File: config.mk
export PLATFORM = sky130hd
export DESIGN_NAME = taylor_sine_iterative_top
export DESIGN_NICKNAME = d
export VERILOG_FILES = /design/src/rtl/core/tsi_pkg.sv /design/src/rtl/core/tsi_mul.sv /design/src/rtl/core/tsi_core.sv /design/src/rtl/core/taylor_sine_iterative_top.sv
export SDC_FILE = /design/constraint.sdc
export NUM_CORES = 2
export LEC_CHECK = 0
export BUFFER_PORTS_ARGS = -buffer_cell sky130_fd_sc_hd__buf_2
export CAP_MARGIN = 40
export CORE_MARGIN = 2
export CORE_UTILIZATION = 60
export DETAILED_ROUTE_END_ITERATION = 8
export PLACE_DENSITY = 0.76
export SYNTH_ARGS = -nofsm -noshare
export SYNTH_HDL_FRONTEND = slang
export SYNTH_HIERARCHICAL = 1
export SYNTH_SLANG_ARGS = --single-unit
File: constraint.sdc
create_clock -name clk -period 18.14 [get_ports clk]
set_clock_uncertainty 0.1 [all_clocks]
set_input_delay 0.907 -clock clk [delete_from_list [all_inputs] [get_ports clk]]
set_output_delay 0.907 -clock clk [all_outputs]
set_load 0.05 [all_outputs]
File: src/rtl/core/tsi_pkg.sv
// ----------------------------------------------------------------------------
// tsi_pkg
// Shared types and fixed field widths for the iterative Taylor sine block.
// ----------------------------------------------------------------------------
`default_nettype none

package tsi_pkg;

  localparam int X_W       = 32;  // angle field
  localparam int SINE_W    = 31;  // result field
  localparam int TERMS_W   = 4;   // term count field
  localparam int TOL_W     = 28;  // tolerance register
  localparam logic [TOL_W-1:0] TOL_RESET = TOL_W'(26844);

  // one finished result, core -> output register
  typedef struct packed {
    logic [SINE_W-1:0]  sine;
    logic [TERMS_W-1:0] terms;
    logic               nc;
  } res_t;

endpackage

`default_nettype wire

File: src/rtl/core/tsi_mul.sv
// ----------------------------------------------------------------------------
// tsi_mul
// Shared unsigned multiplier with a registered full-width product.
// ----------------------------------------------------------------------------
`default_nettype none

module tsi_mul #(
  parameter int W = 36
) (
  input  wire logic           clk,
  input  wire logic [W-1:0]   a,
  input  wire logic [W-1:0]   b,
  output logic      [2*W-1:0] prod
);

  always_ff @(posedge clk) begin
    prod <= {{W{1'b0}}, a} * {{W{1'b0}}, b};
  end

endmodule

`default_nettype wire

File: src/rtl/core/tsi_core.sv
// ----------------------------------------------------------------------------
// tsi_core
// Series sequencer: runs the Maclaurin steps on the shared multiplier.
// ----------------------------------------------------------------------------
`default_nettype none

module tsi_core
  import tsi_pkg::*;
#(
  parameter int FRAC_BITS = 28,
  parameter int MAX_TERMS = 12
) (
  input  wire logic             clk,
  input  wire logic             rst,
  input  wire logic [TOL_W-1:0] tolerance,
  input  wire logic             in_valid,
  output logic                  in_ready,
  input  wire logic [X_W-1:0]   x_value,
  output logic                  res_valid,
  input  wire logic             res_ready,
  output res_t                  res
);

  // term, numerator and quotient width: |term*x*x| stays below 256.0
  localparam int W    = FRAC_BITS + 8;
  localparam int XMW  = FRAC_BITS + 3;
  localparam int EW   = ((FRAC_BITS + 3 > X_W) ? FRAC_BITS + 3 : X_W) + 1;
  localparam int SW   = EW + 4;
  localparam int CW   = (W > TOL_W) ? W : TOL_W;
  localparam int DW   = $clog2(2 * MAX_TERMS * (2 * MAX_TERMS + 1) + 1);
  localparam int CNTW = $clog2(MAX_TERMS + 1);
  localparam int IW   = $clog2(MAX_TERMS);

  localparam logic signed [EW-1:0] XLIM     = EW'(1) << (FRAC_BITS + 2);
  localparam logic signed [SW-1:0] SLIM     = SW'(2) << FRAC_BITS;
  localparam logic signed [SW-1:0] OUT_MAX  = SW'(64'd1073741823);
  localparam logic signed [SW-1:0] SAT_HI   = (FRAC_BITS >= 29) ? OUT_MAX : SLIM;
  localparam logic signed [SW-1:0] SAT_LO   = -SAT_HI - SW'((FRAC_BITS >= 29) ? 1 : 0);

  localparam logic [2:0] S_IDLE = 3'd0;
  localparam logic [2:0] S_M1   = 3'd1;
  localparam logic [2:0] S_M2   = 3'd2;
  localparam logic [2:0] S_M3   = 3'd3;
  localparam logic [2:0] S_M4   = 3'd4;
  localparam logic [2:0] S_M5   = 3'd5;
  localparam logic [2:0] S_ACC  = 3'd6;
  localparam logic [2:0] S_DONE = 3'd7;

  // divisor (2i)(2i+1) and its reciprocal floor(2^W / d), per step
  logic [DW-1:0] d_tbl [MAX_TERMS];
  logic [W-1:0]  r_tbl [MAX_TERMS];

  for (genvar g = 0; g < MAX_TERMS; g++) begin : g_tbl
    localparam int unsigned DV = (2 * g + 2) * (2 * g + 3);
    localparam logic [W:0]  RV = ((W + 1)'(1) << W) / DV;
    assign d_tbl[g] = DW'(DV);
    assign r_tbl[g] = RV[W-1:0];
  end

  logic [2:0]             state, state_next;
  logic [CNTW-1:0]        cnt, cnt_next;
  logic                   neg, neg_next;
  logic                   below_tol, below_tol_next;
  logic [XMW-1:0]         xm, xm_next;
  logic [W-1:0]           tm, tm_next;
  logic [W-1:0]           n, n_next;
  logic [W-1:0]           q, q_next;
  logic signed [SW-1:0]   sum, sum_next;

  logic [W-1:0]           mul_a, mul_b;
  logic [2*W-1:0]         prod;

  logic signed [EW-1:0]   xs, xsat;
  logic [EW-1:0]          xabs;
  logic [IW-1:0]          idx;
  logic [DW-1:0]          d_cur;
  logic [W-1:0]           shr_val;
  logic [W-1:0]           rem;
  logic [CNTW-1:0]        cnt_inc;
  logic                   do_sub;
  logic signed [SW-1:0]   delta;
  logic signed [SW-1:0]   sat;
  logic [5:0]             cnt_ext;

  tsi_mul #(.W(W)) u_mul (
    .clk  (clk),
    .a    (mul_a),
    .b    (mul_b),
    .prod (prod)
  );

  assign idx     = cnt[IW-1:0];
  assign d_cur   = d_tbl[idx];
  assign shr_val = prod[FRAC_BITS +: W];
  assign rem     = n - prod[W-1:0];
  assign cnt_inc = cnt + CNTW'(1);
  // step i = cnt+1; odd steps subtract for positive x
  assign do_sub  = ~cnt[0] ^ neg;
  assign delta   = SW'(tm);

  // input clamp to +/-4.0 and magnitude
  always_comb begin
    xs = EW'(signed'(x_value));
    if (xs > XLIM) begin
      xsat = XLIM;
    end else if (xs < -XLIM) begin
      xsat = -XLIM;
    end else begin
      xsat = xs;
    end
    xabs = xsat[EW-1] ? EW'(-xsat) : EW'(xsat);
  end

  always_comb begin
    state_next     = state;
    cnt_next       = cnt;
    neg_next       = neg;
    below_tol_next = below_tol;
    xm_next        = xm;
    tm_next        = tm;
    n_next         = n;
    q_next         = q;
    sum_next       = sum;
    mul_a          = tm;
    mul_b          = W'(xm);
    case (state)
      S_IDLE: begin
        if (in_valid) begin
          neg_next       = xsat[EW-1];
          xm_next        = xabs[XMW-1:0];
          tm_next        = W'(xabs[XMW-1:0]);
          sum_next       = SW'(xsat);
          cnt_next       = '0;
          below_tol_next = 1'b0;
          state_next     = S_M1;
        end
      end
      S_M1: begin
        state_next = S_M2;
      end
      S_M2: begin
        mul_a      = shr_val;
        state_next = S_M3;
      end
      S_M3: begin
        n_next     = shr_val;
        mul_a      = shr_val;
        mul_b      = r_tbl[idx];
        state_next = S_M4;
      end
      S_M4: begin
        q_next     = prod[W +: W];
        mul_a      = prod[W +: W];
        mul_b      = W'(d_cur);
        state_next = S_M5;
      end
      S_M5: begin
        // reciprocal estimate is exact or one low
        tm_next    = q + W'(rem >= W'(d_cur));
        state_next = S_ACC;
      end
      S_ACC: begin
        sum_next       = do_sub ? sum - delta : sum + delta;
        below_tol_next = CW'(tm) < CW'(tolerance);
        cnt_next       = cnt_inc;
        if (below_tol_next || cnt_inc == CNTW'(MAX_TERMS)) begin
          state_next = S_DONE;
        end else begin
          state_next = S_M2;
        end
      end
      S_DONE: begin
        if (res_ready) begin
          state_next = S_IDLE;
        end
      end
      default: begin
        state_next = S_IDLE;
      end
    endcase
  end

  always_ff @(posedge clk) begin
    if (rst) begin
      state <= S_IDLE;
    end else begin
      state <= state_next;
    end
  end

  always_ff @(posedge clk) begin
    cnt       <= cnt_next;
    neg       <= neg_next;
    below_tol <= below_tol_next;
    xm        <= xm_next;
    tm        <= tm_next;
    n         <= n_next;
    q         <= q_next;
    sum       <= sum_next;
  end

  // result saturation
  always_comb begin
    if (sum > SAT_HI) begin
      sat = SAT_HI;
    end else if (sum < SAT_LO) begin
      sat = SAT_LO;
    end else begin
      sat = sum;
    end
    cnt_ext = 6'(cnt);
  end

  // no item is taken while reset is held
  assign in_ready  = (state == S_IDLE) & ~rst;
  assign res_valid = (state == S_DONE);
  assign res.sine  = sat[SINE_W-1:0];
  assign res.terms = (cnt_ext > 6'd15) ? 4'd15 : cnt_ext[TERMS_W-1:0];
  assign res.nc    = ~below_tol;

endmodule

`default_nettype wire

File: src/rtl/core/taylor_sine_iterative_top.sv
// ----------------------------------------------------------------------------
// taylor_sine_iterative_top
// Maclaurin-series sine of a signed fixed-point angle, one shared multiplier.
// ----------------------------------------------------------------------------
// Usage:
//   Input channel (in_valid/in_ready, x_value): one item is a signed angle
//   with FRAC_BITS fraction bits, clamped to +/-4.0 on entry.
//   Output channel (out_valid/out_ready): sine_value (clamped to +/-2.0 and
//   the 31-bit field), terms_used, not_converged.
//   cfg_we/cfg_data write the tolerance register at any edge; change it only
//   while no item is in flight.
// Timing:
//   Each series step runs through the sequencer states on the shared multiplier
//   (two products by |x|, one reciprocal product, one back-multiply for the
//   quotient fix-up, then accumulate/test), for 1..MAX_TERMS steps per item;
//   the next item is accepted only after the current one has finished.
//   in_ready is high only while the sequencer is idle.
// Reset: rst is synchronous; it idles the sequencer, empties the output
//   register and reloads tolerance with about 1e-4.
// Stall: a result waits in the output register; the core may finish its next
//   item meanwhile and then holds it until the register frees up.
// ----------------------------------------------------------------------------
`default_nettype none

module taylor_sine_iterative_top
  import tsi_pkg::*;
#(
  parameter int FRAC_BITS = 28,
  parameter int MAX_TERMS = 12
) (
  input  wire logic               clk,
  input  wire logic               rst,
  input  wire logic               cfg_we,
  input  wire logic [TOL_W-1:0]   cfg_data,
  input  wire logic               in_valid,
  output logic                    in_ready,
  input  wire logic [X_W-1:0]     x_value,
  output logic                    out_valid,
  input  wire logic               out_ready,
  output logic [SINE_W-1:0]       sine_value,
  output logic [TERMS_W-1:0]      terms_used,
  output logic                    not_converged
);

  logic [TOL_W-1:0] tolerance;
  logic             res_valid;
  logic             res_ready;
  res_t             res;

  // tolerance register, Q0.FRAC_BITS
  always_ff @(posedge clk) begin
    if (rst) begin
      tolerance <= TOL_RESET;
    end else if (cfg_we) begin
      tolerance <= cfg_data;
    end
  end

  tsi_core #(
    .FRAC_BITS (FRAC_BITS),
    .MAX_TERMS (MAX_TERMS)
  ) u_core (
    .clk       (clk),
    .rst       (rst),
    .tolerance (tolerance),
    .in_valid  (in_valid),
    .in_ready  (in_ready),
    .x_value   (x_value),
    .res_valid (res_valid),
    .res_ready (res_ready),
    .res       (res)
  );

  // output register: free when empty or being drained this cycle
  assign res_ready = ~out_valid | out_ready;

  always_ff @(posedge clk) begin
    if (rst) begin
      out_valid <= 1'b0;
    end else if (res_ready) begin
      out_valid <= res_valid;
    end
  end

  always_ff @(posedge clk) begin
    if (res_valid && res_ready) begin
      sine_value    <= res.sine;
      terms_used    <= res.terms;
      not_converged <= res.nc;
    end
  end

endmodule

`default_nettype wire
# Word level (Yosys, flattened, before mapping)
# Memories as Yosys holds them, arrays and structs flattened.
# Cells that the tools add are included.
# classes
addsub	6
mul	1
order_cmp	8
eq_ne	10
n_mux	23
n_bitwise	8
n_reduce_logical	11
# ops
op	count
one-hot mux 36 bit (2 select lines)	3
2-to-1 mux 36 bit	3
2-to-1 mux 37 bit	2
one-hot mux 37 bit (2 select lines)	1
multiplier 36 x 36 -> 72 bit	1
2-to-1 mux 33 bit	2
2-to-1 mux 31 bit	2
adder 37 bit	1
> comparator 37 x 31 -> 1 bit (second input constant)	1
< comparator 37 x 30 -> 1 bit (second input constant)	1
subtractor 37 bit	1
adder 36 x 1 -> 36 bit	1
>= comparator 36 x 10 -> 1 bit	1
< comparator 36 x 28 -> 1 bit	1
subtractor 36 bit	1
> comparator 32 bit (second input constant)	1
< comparator 32 x 31 -> 1 bit (second input constant)	1
negation 31 bit	1
one-hot mux 3 bit (8 select lines)	1
2-to-1 mux 10 bit	2
equality test 3 bit (second input constant)	4
2-to-1 mux 3 bit	3
one-hot mux 4 bit (2 select lines)	1
AND reduction 2 bit	4
other kinds (21)	27
# totals
register_bits	322
romBits	736
in_bits	65
output_inout_bits	38
memories	2
# mem_list
name	depth	word_bits	read_ports	rd_clocked_by_memory_dff	write_ports	line_no	rtl
(no name shown)	16	36	1	0	0	tsi_core.sv:148	mul_b = r_tbl[idx];
(no name shown)	16	10	1	0	0	tsi_core.sv:93	assign d_cur = d_tbl[idx];

# Depth between registers and ports, before layout
# logic_depth
depth_word	7
mapped_depth	40

# Modules after synthesis
# The synthesis kept the hierarchy.
# by_module_without_submodules
mod	instances	cells_per_inst	area_each_um2
tsi_mul	1	4822	43342.8
tsi_core	1	1850	15995.3
taylor_sine_iterative_top	1	132	2192.1

# Worst setup path before layout
# No wires, ideal clock.
# synth_path
path_kind	reg2reg
from	register u_core.state[1]
to	register u_core.u_mul.prod[66]
setup_time_ns	0.126
arrival_ns	9.597
required_time_ns	17.914
setup_slack_ns	8.316
stages_incl_launch_ff	38
path_cell_list	dfxtp_1 -> clkbuf_1 -> nand2_1 -> or2_2 -> clkbuf_1 -> clkinv_1 -> clkbuf_1 -> nand3b_1 -> o211ai_1 -> clkbuf_1 -> clkbuf_1 -> nand2_1 -> fa_1 -> fa_1 -> inv_1 -> fa_1 -> inv_1 -> fa_1 -> [... 2 more ...] -> inv_1 -> fa_1 -> inv_1 -> fa_1 -> inv_1 -> fa_1 -> inv_1 -> ha_1 -> and3_4 -> and3_1 -> nand2_1 -> a211o_1 -> o211ai_4 -> nand4_4 -> o31a_4 -> o21ai_4 -> o21ai_2 -> xnor2_1
# synth_via
word_cells_on_any_way	7
classes_between	mul: 1; eq/ne: 3; mux: 2; reduce/logical: 1
# synth_rtl
element	line_no	rtl
start: declaration	tsi_core.sv:60	logic [2:0] state, state_next;
start signal: assignment	tsi_core.sv:187	state <= state_next;
equality test 3 bit / equality test 3 x 2 -> 1 bit (equally long branches)	tsi_core.sv:126	case (state)
one-hot mux 36 bit (2 select lines) *	tsi_core.sv:126	
net u_core.mul_b[2]	tsi_core.sv:70	logic [W-1:0] mul_a, mul_b;
multiplier 36 x 36 -> 72 bit *	tsi_mul.sv:17	prod <= {{W{1'b0}}, a} * {{W{1'b0}}, b};
end signal: assignment	tsi_mul.sv:17	
end: declaration	tsi_mul.sv:13	output logic [2*W-1:0] prod
# Mark *: on every way through the listed nets, which the timed path passes. The rest lies on a longest branch.
# A chain may end at the register's enable or synchronous reset.

# Final worst setup path
# layout_path
from	register u_core.state[0]
to	register u_core.u_mul.prod[65]
# Same word-level chain as after synthesis.

==> summary.txt <==
Least-Margin Pin Slew -> 931.4 ps
Congestion Overflow GR -> 0
WL/cell -> 22.68 um
Chip Height -> 324.2 um
crit end category -> flip-flop
H-tree Lvls -> 2
HPWL Detailed -> 138500 um
initial antenna violation count -> 20
GRT Total Usage -> 0.3599
full die area -> 0.1051 mm2
most common flop cell mapped by yosys -> edfxtp_1
Yosys top cell area share -> 0.3768
CTS Buf Count -> 34
Seq/Total Area, Yosys -> 0.1402
Synth area leaders -> fa_1 (38%), edfxtp_1 (11%), ha_1 (8.4%)
Yosys cell types -> 94
CP Max Fanout -> 54
buffers inserted by post-CTS timing repair -> 0
Mapped Cells -> 6804
worst r2r path cells -> 36
clk slew on worst S/H paths -> 70 ps
Pre-Repair DR Iteration Count -> 6
count leader, synth -> inv_1
critical path arrival -> 11210 ps
Starting Density -> 0.6048
RSZ-0062 raised after global routing -> false
Via Count -> 48330
area leader, netlist -> fa_1
Final min period -> 10890 ps
Post-layout nets -> 8301
YS warnings -> 6
CTS tree -> yes
most numerous cell on the critical path -> fa_1
max_cap viols -> 0
max_slew headroom -> 0.3777
hold path depth -> 0
Worst path slowest cell -> a21oi_1
num ports -> 103
Worst R2R Start -> u_core/state[0]
Final setup viols -> 0
Syn Area/Cell -> 9.043 um2
vias in the first global route -> 50700
Synth top cells by count -> inv_1 (1339), fa_1 (1158), nand2_1 (944)
Total Wirelength -> 183000 um
Via density -> 5.992
antenna viol nets, final -> 0
Async SR Flop Fraction -> 0
clk_lat worst skew -> 560 ps
iteration-0 DRC count of the detailed router -> 4528
Max clock buf depth -> 3
Worst Hold Endpoint -> u_core/q[32]
DRC violations left -> 0
first-pass GRT wire length -> 287100 um
core footprint -> 0.1017 mm2
P&R area growth vs syn -> 5.336%
largest net degree at the start of global routing -> 82
#FFs+latches synth -> 322
max-slew violation count -> 0
hold_buf cts -> 0
Cell Rows -> 117
Worst path max stage delay -> 690 ps
layout cells sized above 1 -> 0.05424
Final Cycle Share -> 0.6003
Final Hold Vio Count -> 0
Setup CP Type -> flip-flop to flip-flop
worst r2r dst -> u_core/u_mul/prod[65]
post-cts sizing count -> 0
PortBufs -> 102
Data required, critical path -> 18460 ps
R2R setup slack -> 7250 ps
Post-Syn Area -> 0.06153 mm2
Horiz. Die Dim -> 324.2 um
worst hold path startpoint -> u_core/u_mul/prod[68]
Worst setup SP type -> flip-flop
setup TNS -> 0 ps
Min-Delay Path Class -> flip-flop to flip-flop
CTS root buf -> clkbuf_16
max frequency -> 0.09182 GHz
# clock sinks -> 322
Post-synth EDFFs -> 218
GP Congestion -> 0.9830
outcome -> finished clean
worst max-delay path: cells and delay by family (launching register included):
family | cells | cell delay (ps)
compound gates | 9 | 2820
xor+xnor | 1 | 190
fa+ha+maj | 9 | 4360
buf+inv | 11 | 1690
flops | 1 | 490
simple gates | 6 | 1080
layout by cell type, fill, tap and decap left out, types with 37 or more instances in the layout:
| cell | n |
|---|---|
| xnor2_1 | 119 |
| and2_1 | 602 |
| xor2_1 | 87 |
| mux2i_1 | 65 |
| dfxtp_1 | 102 |
| o21ai_0 | 147 |
| nand2_1 | 943 |
| nor2b_1 | 81 |
| buf_4 | 86 |
| buf_2 | 103 |
| nand4_1 | 46 |
| nor2_1 | 203 |
| inv_1 | 1339 |
| nand3_1 | 67 |
| clkbuf_16 | 37 |
| a21oi_1 | 211 |
| ha_1 | 412 |
| a211oi_1 | 52 |
| edfxtp_1 | 218 |
| a21o_1 | 79 |
| nor3_1 | 40 |
| fa_1 | 1158 |
per-layer routing:
layer / track usage / routed length (um) / part of all wire
met3: 0.06506 / 19260 / 0.11
met5: 0 / 55 / 0.00030
met4: 0.1633 / 10300 / 0.056
met2: 0.5755 / 83740 / 0.46
met1: 0.4812 / 69620 / 0.38
per-stage QoR:
stage / utilization / setup WS [ps] / cell area (um2) / instances / hold slack (ps)
3_5_place_dp: 0.6250 / 7395 / 63590 / 7996 / 330.5
4_1_cts: 0.6365 / 7345 / 64760 / 8058 / 345.5
5_1_grt: 0.6369 / 6717 / 64800 / 8060 / 361.9
2_1_floorplan: - / 8316 / 61570 / 6814 / 308.0
6_report: 0.6370 / 7250 / 64810 / 8066 / 344.0
3_3_place_gp: 0.6241 / 7571 / 63500 / 7992 / 320.9
area by class of cell:
| type | instances | area, um2 |
|---|---|---|
| Tap cell | 1368 | 1712 |
| Clock inverter | 16 | 170.2 |
| Inverter | 1342 | 5037 |
| Clock buffer | 46 | 999.7 |
| Antenna cell | 6 | 15.01 |
| Timing Repair Buffer | 194 | 1284 |
| Fill cell | 8385 | 36930 |
| Sequential cell | 322 | 8633 |
| Multi-Input combinational cell | 4772 | 46960 |
worst max path at each step:
stage	cells past startpoint	endpoint	slack, ps	from
final	36	u_core/u_mul/prod[65]	7250	u_core/state[0]
after global routing	36	u_core/u_mul/prod[65]	6720	u_core/state[0]
after CTS	36	u_core/u_mul/prod[65]	7350	u_core/state[0]
after detailed placement	36	u_core/u_mul/prod[65]	7400	u_core/state[0]
after global placement	36	u_core/u_mul/prod[65]	7570	u_core/state[0]
after floorplan	37	u_core/u_mul/prod[66]	8320	u_core/state[1]
cell families after synthesis:
kind of cell,Yosys count,synth area share
compound gates,782,0.08189
xor+xnor,206,0.02932
fa+ha+maj,1570,0.4605
buf+inv,1720,0.1059
flops,322,0.1402
mux,69,0.01131
other cells,1,0.00006095
simple gates,2134,0.1707
registers in the layout, summed over array words and instances, names as in the netlist:
| signal | cells |
|---|---|
| u_core/u_mul/prod | 72 |
| u_core/sum | 37 |
| u_core/n | 36 |
| u_core/q | 36 |
| u_core/tm | 36 |
| sine_value | 31 |
| u_core/xm | 31 |
| tolerance | 28 |
| terms_used | 4 |
| u_core/cnt | 4 |
| u_core/state | 3 |
| not_converged | 1 |
| out_valid | 1 |
| u_core/below_tol | 1 |
| u_core/neg | 1 |
Power is not shown: default switching activity piles up to over one toggle a cycle in this logic, so the estimate is an artifact.
